<file path="config.mk">
export PLATFORM = sky130hd
export DESIGN_NAME = rgb555_colorize_tint
export DESIGN_NICKNAME = d
export VERILOG_FILES = /design/src/rtl/rct_pkg.sv /design/src/rtl/rct_regs.sv /design/src/rtl/rct_pipe.sv /design/src/rtl/rgb555_colorize_tint.sv
export SDC_FILE = /design/constraint.sdc
export NUM_CORES = 1
export LEC_CHECK = 0
export BUFFER_PORTS_ARGS = -buffer_cell sky130_fd_sc_hd__buf_2
export CAP_MARGIN = 10
export CORE_MARGIN = 2
export CORE_UTILIZATION = 50
export DETAILED_ROUTE_END_ITERATION = 8
export PLACE_DENSITY = 0.78
export SETUP_SLACK_MARGIN = 0.4
export SLEW_MARGIN = 20
export SYNTH_ARGS = -nofsm -noshare
export SYNTH_HDL_FRONTEND = slang
export SYNTH_SLANG_ARGS = --single-unit
</file>
<file path="constraint.sdc">
create_clock -name clk -period 11.1 [get_ports clk]
set_input_delay 2.22 -clock clk [delete_from_list [all_inputs] [get_ports clk]]
set_output_delay 2.22 -clock clk [all_outputs]
set_load 0.01 [all_outputs]
</file>
<file path="src/rtl/rct_pkg.sv">
`default_nettype none
package rct_pkg;

	localparam int ChanW    = 5;
	localparam int ColorW   = 3 * ChanW;
	localparam int ThirdQ16 = (1 << 16) / 3;
	localparam int ChanMax  = (1 << ChanW) - 1;

	// register index, taken from paddr[2]
	localparam logic RegTarget = 1'b0;
	localparam logic RegAmount = 1'b1;

	typedef logic [ChanW-1:0] chan_t;
	typedef logic [ColorW-1:0] color_t;
	typedef logic [5:0] amount_t;
	typedef logic signed [6:0] off_t;
	typedef logic signed [12:0] prod_t;

	typedef struct packed {
		off_t r;
		off_t g;
		off_t b;
	} tgt_off_t;

	typedef struct packed {
		logic [3:1] valid;
		logic [3:1] adv;
	} pipe_status_t;

	// about a third of the channel sum, rounded down
	function automatic chan_t grey_level(chan_t r, chan_t g, chan_t b);
		logic [6:0]  s;
		logic [21:0] p;
		s = {2'b00, r} + {2'b00, g} + {2'b00, b};
		p = {15'b0, s} * 22'(ThirdQ16);
		return p[20:16];
	endfunction

	function automatic off_t chan_offset(chan_t c, chan_t lev);
		return $signed({2'b00, c}) - $signed({2'b00, lev});
	endfunction

	function automatic chan_t clamp_chan(logic signed [9:0] v);
		chan_t res;
		if (v < 0) begin
			res = '0;
		end else if (v > 10'sd31) begin
			res = chan_t'(ChanMax);
		end else begin
			res = v[ChanW-1:0];
		end
		return res;
	endfunction

endpackage
`default_nettype wire

</file>
<file path="src/rtl/rct_regs.sv">
`default_nettype none
module rct_regs (
	input  wire logic              clk,
	input  wire logic              arst_n,
	input  wire logic              psel,
	input  wire logic              penable,
	input  wire logic              pwrite,
	input  wire logic [2:0]        paddr,
	input  wire logic [31:0]       pwdata,
	output logic      [31:0]       prdata,
	output logic                   pready,
	output rct_pkg::tgt_off_t      tgt_off,
	output rct_pkg::amount_t       amount
);

	rct_pkg::color_t  target_color_q;
	rct_pkg::amount_t blend_amount_q;
	rct_pkg::chan_t   tr, tg, tb, tlev;
	logic             wr_en;

	assign pready = 1'b1;
	assign wr_en  = psel && penable && pwrite && pready;

	always_ff @(posedge clk or negedge arst_n) begin
		if (!arst_n) begin
			target_color_q <= '0;
			blend_amount_q <= '0;
		end else if (wr_en) begin
			case (paddr[2])
				rct_pkg::RegTarget: target_color_q <= pwdata[rct_pkg::ColorW-1:0];
				rct_pkg::RegAmount: blend_amount_q <= pwdata[5:0];
				default: ;
			endcase
		end
	end

	always_comb begin
		case (paddr[2])
			rct_pkg::RegTarget: prdata = {17'b0, target_color_q};
			rct_pkg::RegAmount: prdata = {26'b0, blend_amount_q};
			default:            prdata = '0;
		endcase
	end

	// target offsets are static between writes
	assign tr   = target_color_q[14:10];
	assign tg   = target_color_q[9:5];
	assign tb   = target_color_q[4:0];
	assign tlev = rct_pkg::grey_level(tr, tg, tb);

	assign tgt_off.r = rct_pkg::chan_offset(tr, tlev);
	assign tgt_off.g = rct_pkg::chan_offset(tg, tlev);
	assign tgt_off.b = rct_pkg::chan_offset(tb, tlev);
	assign amount    = blend_amount_q;

endmodule
`default_nettype wire

</file>
<file path="src/rtl/rct_pipe.sv">
`default_nettype none
module rct_pipe (
	input  wire logic                 clk,
	input  wire logic                 arst_n,
	input  wire logic                 s_tvalid,
	output logic                      s_tready,
	input  wire logic [15:0]          s_tdata,  // [14:0] color_in, [15] ignored
	output logic                      m_tvalid,
	input  wire logic                 m_tready,
	output logic      [15:0]          m_tdata,  // [14:0] color_out, [15] zero
	input  wire rct_pkg::tgt_off_t    tgt_off,
	input  wire rct_pkg::amount_t     amount,
	output rct_pkg::pipe_status_t     status
);

	logic v_s1, v_s2, v_s3;
	logic adv1, adv2, adv3;

	rct_pkg::chan_t  ch_s1 [3];
	rct_pkg::chan_t  lev_s1;
	rct_pkg::chan_t  lev_s2;
	rct_pkg::off_t   off_s2 [3];
	rct_pkg::prod_t  prod_s2 [3];
	rct_pkg::color_t color_s3;

	rct_pkg::chan_t  ch_in [3];
	rct_pkg::off_t   tgt_a [3];
	rct_pkg::chan_t  new_ch [3];

	// each stage moves when the next one is empty or moving
	assign adv3     = !v_s3 || m_tready;
	assign adv2     = !v_s2 || adv3;
	assign adv1     = !v_s1 || adv2;
	assign s_tready = adv1;

	assign tgt_a[0] = tgt_off.b;
	assign tgt_a[1] = tgt_off.g;
	assign tgt_a[2] = tgt_off.r;

	always_ff @(posedge clk or negedge arst_n) begin
		if (!arst_n) begin
			v_s1 <= 1'b0;
			v_s2 <= 1'b0;
			v_s3 <= 1'b0;
		end else begin
			if (adv1) begin
				v_s1 <= s_tvalid;
			end
			if (adv2) begin
				v_s2 <= v_s1;
			end
			if (adv3) begin
				v_s3 <= v_s2;
			end
		end
	end

	for (genvar i = 0; i < 3; i++) begin : g_lane
		rct_pkg::off_t             off_c;
		logic signed [7:0]         diff;
		logic signed [14:0]        prod_full;
		logic signed [7:0]         step;
		logic signed [9:0]         rebuilt;

		assign ch_in[i] = s_tdata[i*rct_pkg::ChanW +: rct_pkg::ChanW];

		// stage 2 math: offset from level, blend product
		assign off_c     = rct_pkg::chan_offset(ch_s1[i], lev_s1);
		assign diff      = 8'(tgt_a[i]) - 8'(off_c);
		assign prod_full = 15'(diff) * $signed({1'b0, amount});

		// stage 3 math: floor shift, rebuild, clamp
		assign step      = prod_s2[i][12:5];
		assign rebuilt   = 10'(off_s2[i]) + 10'(step) + $signed({5'b0, lev_s2});
		assign new_ch[i] = rct_pkg::clamp_chan(rebuilt);

		always_ff @(posedge clk) begin
			if (adv1 && s_tvalid) begin
				ch_s1[i] <= ch_in[i];
			end
			if (adv2 && v_s1) begin
				off_s2[i]  <= off_c;
				prod_s2[i] <= prod_full[12:0];
			end
		end
	end

	always_ff @(posedge clk) begin
		if (adv1 && s_tvalid) begin
			lev_s1 <= rct_pkg::grey_level(ch_in[2], ch_in[1], ch_in[0]);
		end
		if (adv2 && v_s1) begin
			lev_s2 <= lev_s1;
		end
		if (adv3 && v_s2) begin
			color_s3 <= {new_ch[2], new_ch[1], new_ch[0]};
		end
	end

	assign m_tvalid = v_s3;
	assign m_tdata  = {1'b0, color_s3};

	assign status.valid = {v_s3, v_s2, v_s1};
	assign status.adv   = {adv3, adv2, adv1};

endmodule
`default_nettype wire

</file>
<file path="src/rtl/rgb555_colorize_tint.sv">
// an accepted request is registered in stage 1, stage 2 and stage 3 in turn before its result shows on m_tvalid
// throughput: one color per cycle while the output is not stalled, three register stages (level, blend product, clamp)
// a stalled output holds its stage; earlier stages keep filling until they are full
// reset (arst_n low) empties the pipeline and clears target_color and blend_amount to 0
`default_nettype none
module rgb555_colorize_tint (
	input  wire logic        clk,
	input  wire logic        arst_n,
	input  wire logic        s_tvalid,
	output logic             s_tready,
	input  wire logic [15:0] s_tdata,  // [14:0] color_in, [15] unused
	output logic             m_tvalid,
	input  wire logic        m_tready,
	output logic      [15:0] m_tdata,  // [14:0] color_out, [15] zero
	input  wire logic        psel,
	input  wire logic        penable,
	input  wire logic        pwrite,
	input  wire logic [2:0]  paddr,
	input  wire logic [31:0] pwdata,
	output logic      [31:0] prdata,
	output logic             pready
);

	rct_pkg::tgt_off_t     tgt_off;
	rct_pkg::amount_t      amount;
	rct_pkg::pipe_status_t status;

	rct_regs u_regs (
		.clk     (clk),
		.arst_n  (arst_n),
		.psel    (psel),
		.penable (penable),
		.pwrite  (pwrite),
		.paddr   (paddr),
		.pwdata  (pwdata),
		.prdata  (prdata),
		.pready  (pready),
		.tgt_off (tgt_off),
		.amount  (amount)
	);

	rct_pipe u_pipe (
		.clk      (clk),
		.arst_n   (arst_n),
		.s_tvalid (s_tvalid),
		.s_tready (s_tready),
		.s_tdata  (s_tdata),
		.m_tvalid (m_tvalid),
		.m_tready (m_tready),
		.m_tdata  (m_tdata),
		.tgt_off  (tgt_off),
		.amount   (amount),
		.status   (status)
	);

	// an empty output stage never blocks the input
	a_ready_when_empty: assert property (@(posedge clk) disable iff (!arst_n)
		!m_tvalid |-> s_tready)
		else $error("input blocked with empty output stage");

	// a held stage keeps its request
	a_stage1_hold: assert property (@(posedge clk) disable iff (!arst_n)
		(status.valid[1] && !status.adv[2]) |=> status.valid[1])
		else $error("stage 1 request lost during stall");

	// result taken with nothing behind it leaves the output empty
	a_drain: assert property (@(posedge clk) disable iff (!arst_n)
		(m_tvalid && m_tready && !status.valid[2]) |=> !m_tvalid)
		else $error("result repeated after drain");

endmodule
`default_nettype wire
</file>
======== Yosys cells after proc, flatten, opt, wreduce, memory -nomap -nowiden ========
Memories as Yosys holds them, arrays and structs flattened.
Cells that the tools add are included.
Widths: inputs -> output; s select.
word-level totals
  flip-flop bits (word level) ............. 49
  memory bits (writable) .................. 75
  bits of input ports ..................... 58
  output and inout port bits .............. 51
  logic and storage cells ................. 65
  memories ................................ 3
memories
  name            depth  bits a word  read ports  clocked after memory_dff  wr ports  RTL line        RTL
  u_pipe.prod_s2  3      13           3           0                         3         rct_pipe.sv:23  rct_pkg::prod_t prod_s2 [3];
  u_pipe.off_s2   3      7            3           0                         3         rct_pipe.sv:22  rct_pkg::off_t off_s2 [3];
  u_pipe.ch_s1    3      5            3           0                         3         rct_pipe.sv:19  rct_pkg::chan_t ch_s1 [3];
cells by class
  add/sub/neg operators ................... 19
  $mul .................................... 5
  order comparisons ....................... 6
  mux-type cells .......................... 8
  bitwise logic cells ..................... 1
  reductions and logical operators ........ 13
operators by type and width
  kind                   number
  $pmux 32 s2            1
  $mul 7x15->21 const B  2
  $mul 8x7->13           3
  $sub 5x5->6            6
  $add 9x6->10           3
  $gt 10x6->1 const B    3
  $lt 10x1->1 const B    3
  $add 7x8->9            3
  $sub 6x6->7            3
  $mux 5                 3
  $add 7x5->7            2
  $add 5x5->6            2
  $logic_and 1x1->1      5
  $mux 1                 4
  $reduce_and 2->1       2
  $logic_not 1->1        3
  $logic_or 1x1->1       3
  $not 1->1              1

======== Logic depth before layout (Yosys ltp) ========
Gate-level depths: netlist of the first run.
  depth after elaboration ................. 7
  gate-level depth with buffers ........... 50
  mapped depth without buffers ............ 50

======== Cells and area by module ========
A second synthesis of the first run with hierarchy kept.
second synthesis, totals
  cells, all modules ...................... 1402
  area total of the unflattened synthesis .. 14107.3 sq um
by module, submodules not included
  module    times used  cells an instance  area an instance (sq um)  seq. area each (sq um)
  rct_pipe  1           1136               11464.7                   2537.4
  rct_regs  1           266                2642.5                    525.5

======== Worst setup path after synthesis of the first run ========
Ideal clock, no wire load.
  path type ............................... flip-flop to flip-flop
  start ................................... register u_regs.target_color_q[5]
  end ..................................... memory u_pipe.prod_s2[0][10] (netlist bit), data pin
  library setup time ...................... 262 ps
  arrival time ............................ 10551 ps
  data required time ...................... 10838 ps
  setup slack ............................. 287 ps
  cell stages (with the launch flop) ...... 48
  buffers on the path ..................... 0
  clock period less this slack ............ 10813 ps
  path through ............................ dfrtp_1 ha_1 fa_1 a21o_1 a21oi_1 xnor2_1 ha_1 and2_1 a311oi_1 nor2_1 ha_1 ha_1 inv_1 fa_1 fa_1 inv_1 ha_1 nand4_1 [... 12 more ...] ha_1 nor3b_1 o21ai_0 o21ai_0 nand2_1 inv_1 fa_1 fa_1 fa_1 inv_1 fa_1 inv_1 ha_1 nor3_1 o21ai_0 a31oi_1 o21bai_1 xor2_1
RTL lines
  item                    RTL line        RTL
  start, declared         rct_regs.sv:16  rct_pkg::color_t target_color_q;
  start signal, assigned  rct_regs.sv:30  rct_pkg::RegTarget: target_color_q <= pwdata[rct_pkg::ColorW-1:0];
  end, declared           rct_pipe.sv:23

==> flow_summary.ini, run 1 <==
[final_layout]
drive_gt1_frac = 0.2422
stdcell_count = 1910
area_growth_pct = 18.20
layout.nets = 1938
multiInputGateArea_um2 = 10550
nFillCells = 2145
seq_area_um2 = 3063
antenna_cells = 0

[cts]
worst_skew_pair.late_latency_ns = 0.36
cts_num_sinks = 106
clock-root-buffer = clkbuf_16
cts.path.max_buffers = 2
path_clk_slew_ns = 0.08
cts_tree = yes
holdBufCountCts = 0
htreeDepth = 3
cts_buffers = 9

[worst_setup_path]
cp.arrival_ns = 10.87
start_kind = flip-flop
critPathSlowestCell = fa_1
criticalPathCategory = reg -> reg
critPathMaxStageDelay_ns = 0.58
cp-end-kind = flip-flop
critPathRequiredTime_ns = 11.22
worstPathMaxFanout = 4

[yosys]
synth_edf_count = 82
async_flop_share = 0.2264
synth_seq_cells = 106
syn_area_per_cell_um2 = 10.16
syn_inst = 1368
syn-cell-area_um2 = 13900
synth_cell_types = 71
synth_warnings = 0
ys_seq_area_frac = 0.2204
synth_ff_type = edfxtp_1

[detailed_routing]
drcViolationCount = 0
drt_wl_total_mm = 31.11
vias = 10080
viasPerCell = 5.277
postRouteAntennaNets = 0
dr.pass1.iters = 4
drt_iter0_markers = 561
detail_route.wl_per_cell_um = 16.29

[die]
ios = 109
die-width_um = 170.7
initial_core_util = 0.5043
rows = 61
die_h_um = 170.7
die-area_um2 = 29140
core-area_um2 = 27550

[run_status]
status = completed

[sta]
period_minus_slack_ns = 10.76
fmax_ghz = 0.09296
rsz0062_at_grt = true
fin_hold_ws_ns = 0.4696
min_period_over_period = 0.9691
clock_skew_ns = 0.008360
setup_viol = 0
maxSlewViolCount = 0
slew_headroom = 0.3179
hold_violations = 0
setup_tns_ns = 0
setup_ws_ns = 0.3426
worst_pin_slew_ns = 1.023

[placed_design]
portBuffers = 69
dp.cells = 1863
dp_hpwl_mm = 23.60
gp_congestion = 0.8658
place_ws_ns = -0.1944

[global_route]
track_usage = 0.2091
grt_pass1_vias = 10350
grt_pass1_wl_mm = 48.60
grt_overflow = 0
antenna_found_initial = 0
grt_max_degree = 48

[worst_hold_path]
hold_path.class = reg -> reg

[run]
cap_viol_max_count = 0
cell type report:
type	count	share of cell area
Clock buffer	9	0.01371
Multi-Input combinational cell	1001	0.6423
Timing Repair Buffer	168	0.06864
Clock inverter	6	0.004647
Tap cell	378	0.02880
Inverter	242	0.05546
Sequential cell	106	0.1865
layer usage:
layer	vias to the layer above	track usage	wire length, um
met1	4916	0.2658	13270
met4	0	0.06317	847
li1	4848	-	-
met3	69	0.02406	1242
met5	-	0	0
met2	246	0.3735	15750
path summary, 6_finish.rpt:
check / startpoint / to / slack (ns) / depth (start not counted)
max in group asynchronous: arst_n / u_regs.amount[2]$_DFFE_PN0P_ / 8.93 / 1
hold reg to reg: u_pipe.lev_s1[4]$_DFFE_PP_ / u_pipe.lev_s2[4]$_DFFE_PP_ / 0.47 / 0
setup / recovery: u_regs.target_color_q[5]$_DFFE_PN0P_ / u_pipe.prod_s2[0][36]$_DFFE_PP_ / 0.34 / 47
min in group asynchronous: arst_n / u_pipe.m_tvalid$_DFFE_PN0P_ / 1.82 / 1
setup reg to reg: u_regs.target_color_q[5]$_DFFE_PN0P_ / u_pipe.prod_s2[0][36]$_DFFE_PP_ / 0.34 / 47
hold / removal: u_pipe.lev_s1[4]$_DFFE_PP_ / u_pipe.lev_s2[4]$_DFFE_PP_ / 0.47 / 0
kinds of logic after synthesis:
kind of cell	share of synthesized area
buf+inv	0.08140
simple gates	0.1014
compound gates	0.1129
other cells	0.0005405
fa+ha+maj	0.3879
flops	0.2204
mux	0.02107
xor+xnor	0.07437
critical path, delay by kind of cell, from the launching register on:
kind                     cells  cell delay, ns
AO/OA/AOI/OAI               13            2.37
XOR/XNOR                     3            0.25
adder cells (fa/ha/maj)     17            6.05
buffers and inverters       10            0.93
flip-flops                   1            0.40
AND/OR/NAND/NOR              4            0.46
synthesized netlist by cell type, types with 19 or more instances:
master,n,share of area
inv_1,242,0.065
ha_1,229,0.21
fa_1,123,0.18
edfxtp_1,82,0.18
and2_1,77,0.035
xnor2_1,76,0.048
a21oi_1,71,0.026
nand2_1,53,0.014
a21o_1,45,0.024
xor2_1,37,0.023
nor2_1,34,0.0092
nor2b_1,29,0.013
mux2_2,26,0.021
dfrtp_1,24,0.043
o21ai_0,23,0.0083
o21a_1,20,0.011
buf_4,19,0.010
cell usage in the layout, fill, tap and decap left out, types with 20 or more instances in the layout:
cell	n
dfrtp_1	24
ha_4	21
nor2_1	32
xnor2_1	68
inv_1	215
ha_1	203
nor2b_1	29
a21o_1	45
edfxtp_1	82
mux2_2	26
and2_1	69
a21oi_1	51
xor2_1	35
fa_1	114
buf_4	91
o21a_1	20
nand2_1	48
inv_2	26
buf_2	69
sequential cells by signal, summed over array words and instances (netlist names):
register and count:
u_pipe.ch_s1 15, u_pipe.color_s3 15, u_pipe.lev_s1 5, u_pipe.lev_s2 5, u_pipe.m_tvalid 1, u_pipe.off_s2 18, u_pipe.prod_s2 24, u_pipe.v_s1 1
u_pipe.v_s2 1, u_regs.amount 6, u_regs.target_color_q 15
per-stage QoR:
step	cell area (um^2)	utilization
floorplan	13980	-
global placement	15090	0.5477
detailed placement	15090	0.5477
CTS	15850	0.5754
global route	16420	0.5961
finish	16420	0.5961
timing repair:
action,CTS,global route
pin swaps,57,108
gates resized for setup,68,106
setup endpoints to repair,21,21
buffers inserted,15,17
Power of run 1 is not shown: default switching activity piles up to over one toggle a cycle in this logic, so the estimate is an artifact.
==> run 2: changes to the inputs <==
--- a/config.mk
+++ b/config.mk
@@ -7,6 +7,7 @@
 export LEC_CHECK = 0
 export BUFFER_PORTS_ARGS = -buffer_cell sky130_fd_sc_hd__buf_2
 export CAP_MARGIN = 10
+export CORE_ASPECT_RATIO = 1.1
 export CORE_MARGIN = 2
 export CORE_UTILIZATION = 50
 export DETAILED_ROUTE_END_ITERATION = 8
==> run 2 against run 1 <==
First-iteration DRC count down 2.3%; sequential share of layout area about the same; via count down 0.34%; non-clock buffer count up 6; die area about the same; worst setup slack worse by 0.018 ns; flip-flop and latch count unchanged; critical path depth up 1; hold slack better by 0.055 ns.
==> flow_summary.ini, run 2 (synthesized netlist as in run 1, its figures left out) <==
[worst_setup_path]
critPathTopFamily = adder cells
critPathRequiredTime_ns = 11.20
critPathSlowestCell = fa_1
cp_common_cell = fa_1
critPathMaxStageDelay_ns = 0.52
cp.arrival_ns = 10.88
crit_buf_inv = 8
start_kind = flip-flop
criticalPathCategory = reg -> reg
worstPathMaxFanout = 4
cp-end-kind = flip-flop

[detailed_routing]
postRouteAntennaNets = 0
dr.pass1.iters = 7
drcViolationCount = 0
detail_route.wl_per_cell_um = 15.71
drt_wl_total_mm = 29.88
vias = 10050
drt_iter0_markers = 548
viasPerCell = 5.281

[final_layout]
drive_gt1_frac = 0.2339
top_regs = u_pipe.prod_s2 x24, u_pipe.off_s2 x18
layout_common_cells = inv_1 (224), ha_1 (203), fa_1 (118)
layout.nets = 1944
final_common_cell = inv_1
area_growth_pct = 18.31
antenna_cells = 0
largest_reg_flops = 24
stdcell_area_um2 = 16440
regMostFlops = u_pipe.prod_s2

[global_route]
antenna_found_initial = 0
grt_max_degree = 48
met1_usage = 0.2396
grtUsageMet2 = 0.3692
grt_pass1_wl_mm = 46.38
track_usage = 0.1987
grt.busiest_layer = met2
grt_pass1_vias = 10060
grt_use_met3 = 0.01920
grt_overflow = 0

[sta]
rsz0062_at_grt = true
setup_viol = 0
clock_skew_ns = 0.01339
maxSlewViolCount = 0
worst_pin_slew_ns = 0.9353
hold_violations = 0
period_minus_slack_ns = 10.78
min_period_over_period = 0.9708
slew_headroom = 0.3732
fmax_ghz = 0.09280

[die]
initial_core_util = 0.5045
die-width_um = 163.0
rows = 64
ios = 109
die-area_um2 = 29140
die_h_um = 178.8
core-area_um2 = 27550

[placed_design]
dp_hpwl_mm = 23.37
gp_congestion = 0.8780
placed_area_um2 = 15070
portBuffers = 69

[run]
cap_viol_max_count = 0

[cts]
clock-root-buffer = clkbuf_16
cts.path.max_buffers = 2
path_clk_slew_ns = 0.08
holdBufCountCts = 0
cts_num_sinks = 106
cts_tree = yes
htreeDepth = 3
cts_buffers = 9
worst_skew_pair.late_latency_ns = 0.37

[worst_hold_path]
hold_path.class = reg -> reg

[run_status]
status = completed
-- run 2: path summary, 6_finish.rpt --
kind / depth (start not counted) / slack, ns / startpoint / to
setup / recovery: 48 / 0.32 / u_regs.target_color_q[5]$_DFFE_PN0P_ / u_pipe.prod_s2[0][10]$_DFFE_PP_
hold / removal: 1 / 0.52 / u_pipe.v_s1$_DFFE_PN0N_ / u_pipe.v_s2$_DFFE_PN0P_
setup reg to reg: 48 / 0.32 / u_regs.target_color_q[5]$_DFFE_PN0P_ / u_pipe.prod_s2[0][10]$_DFFE_PP_
hold reg to reg: 1 / 0.52 / u_pipe.v_s1$_DFFE_PN0N_ / u_pipe.v_s2$_DFFE_PN0P_
max in group asynchronous: 1 / 8.88 / arst_n / u_regs.amount[2]$_DFFE_PN0P_
min in group asynchronous: 1 / 1.84 / arst_n / u_pipe.v_s1$_DFFE_PN0N_
-- run 2: repair_timing --
action / 4_1_cts / 5_1_grt
pin swaps: 35 / 77
resized for setup: 31 / 114
setup endpoints to repair: 21 / 20
setup buffers: 10 / 27
-- run 2: layout make-up --
type	instances	area [um^2]
multi-input combinational	1001	10500
inverter	242	908.4
clock inverter	7	116.4
sequential	106	3063
clock buffer	9	225.2
fill	2161	11110
tap	363	454.2
timing repair buffer	174	1174
-- run 2: stage by stage --
step                      cells  setup WS (ns)  hold WS [ns]    util   TNS [ns]
final                      1902         0.3245        0.5245  0.5968          0
after global placement     1849      -0.007006        0.4598  0.5470  -0.007006
after CTS                  1875         0.4024        0.5248  0.5680          0
after global routing       1902       -0.06029        0.5475  0.5968   -0.06029
after detailed placement   1849        -0.2746        0.5041  0.5470     -1.709
after floorplan            1385         0.4050        0.4264       -          0
-- run 2: worst register-to-register path: cells and delay by family (launching register included) --
| family | cells | cell delay [ns] |
|---|---|---|
| AO/OA/AOI/OAI | 11 | 2.02 |
| XOR/XNOR | 6 | 0.72 |
| adder cells (fa/ha/maj) | 16 | 5.82 |
| buffers and inverters | 8 | 0.63 |
| flip-flops | 1 | 0.39 |
| AND/OR/NAND/NOR | 7 | 0.88 |
-- run 2: routing by layer --
| metal | wire length, um | vias up | part of all wire |
|---|---|---|---|
| met1 | 12480 | 4905 | 0.42 |
| met2 | 15600 | 233 | 0.52 |
| met5 | 0 | - | 0 |
| met3 | 1108 | 42 | 0.037 |
| li1 | - | 4865 | - |
| met4 | 694 | 0 | 0.023 |
Power of run 2 is left out for the same reason.
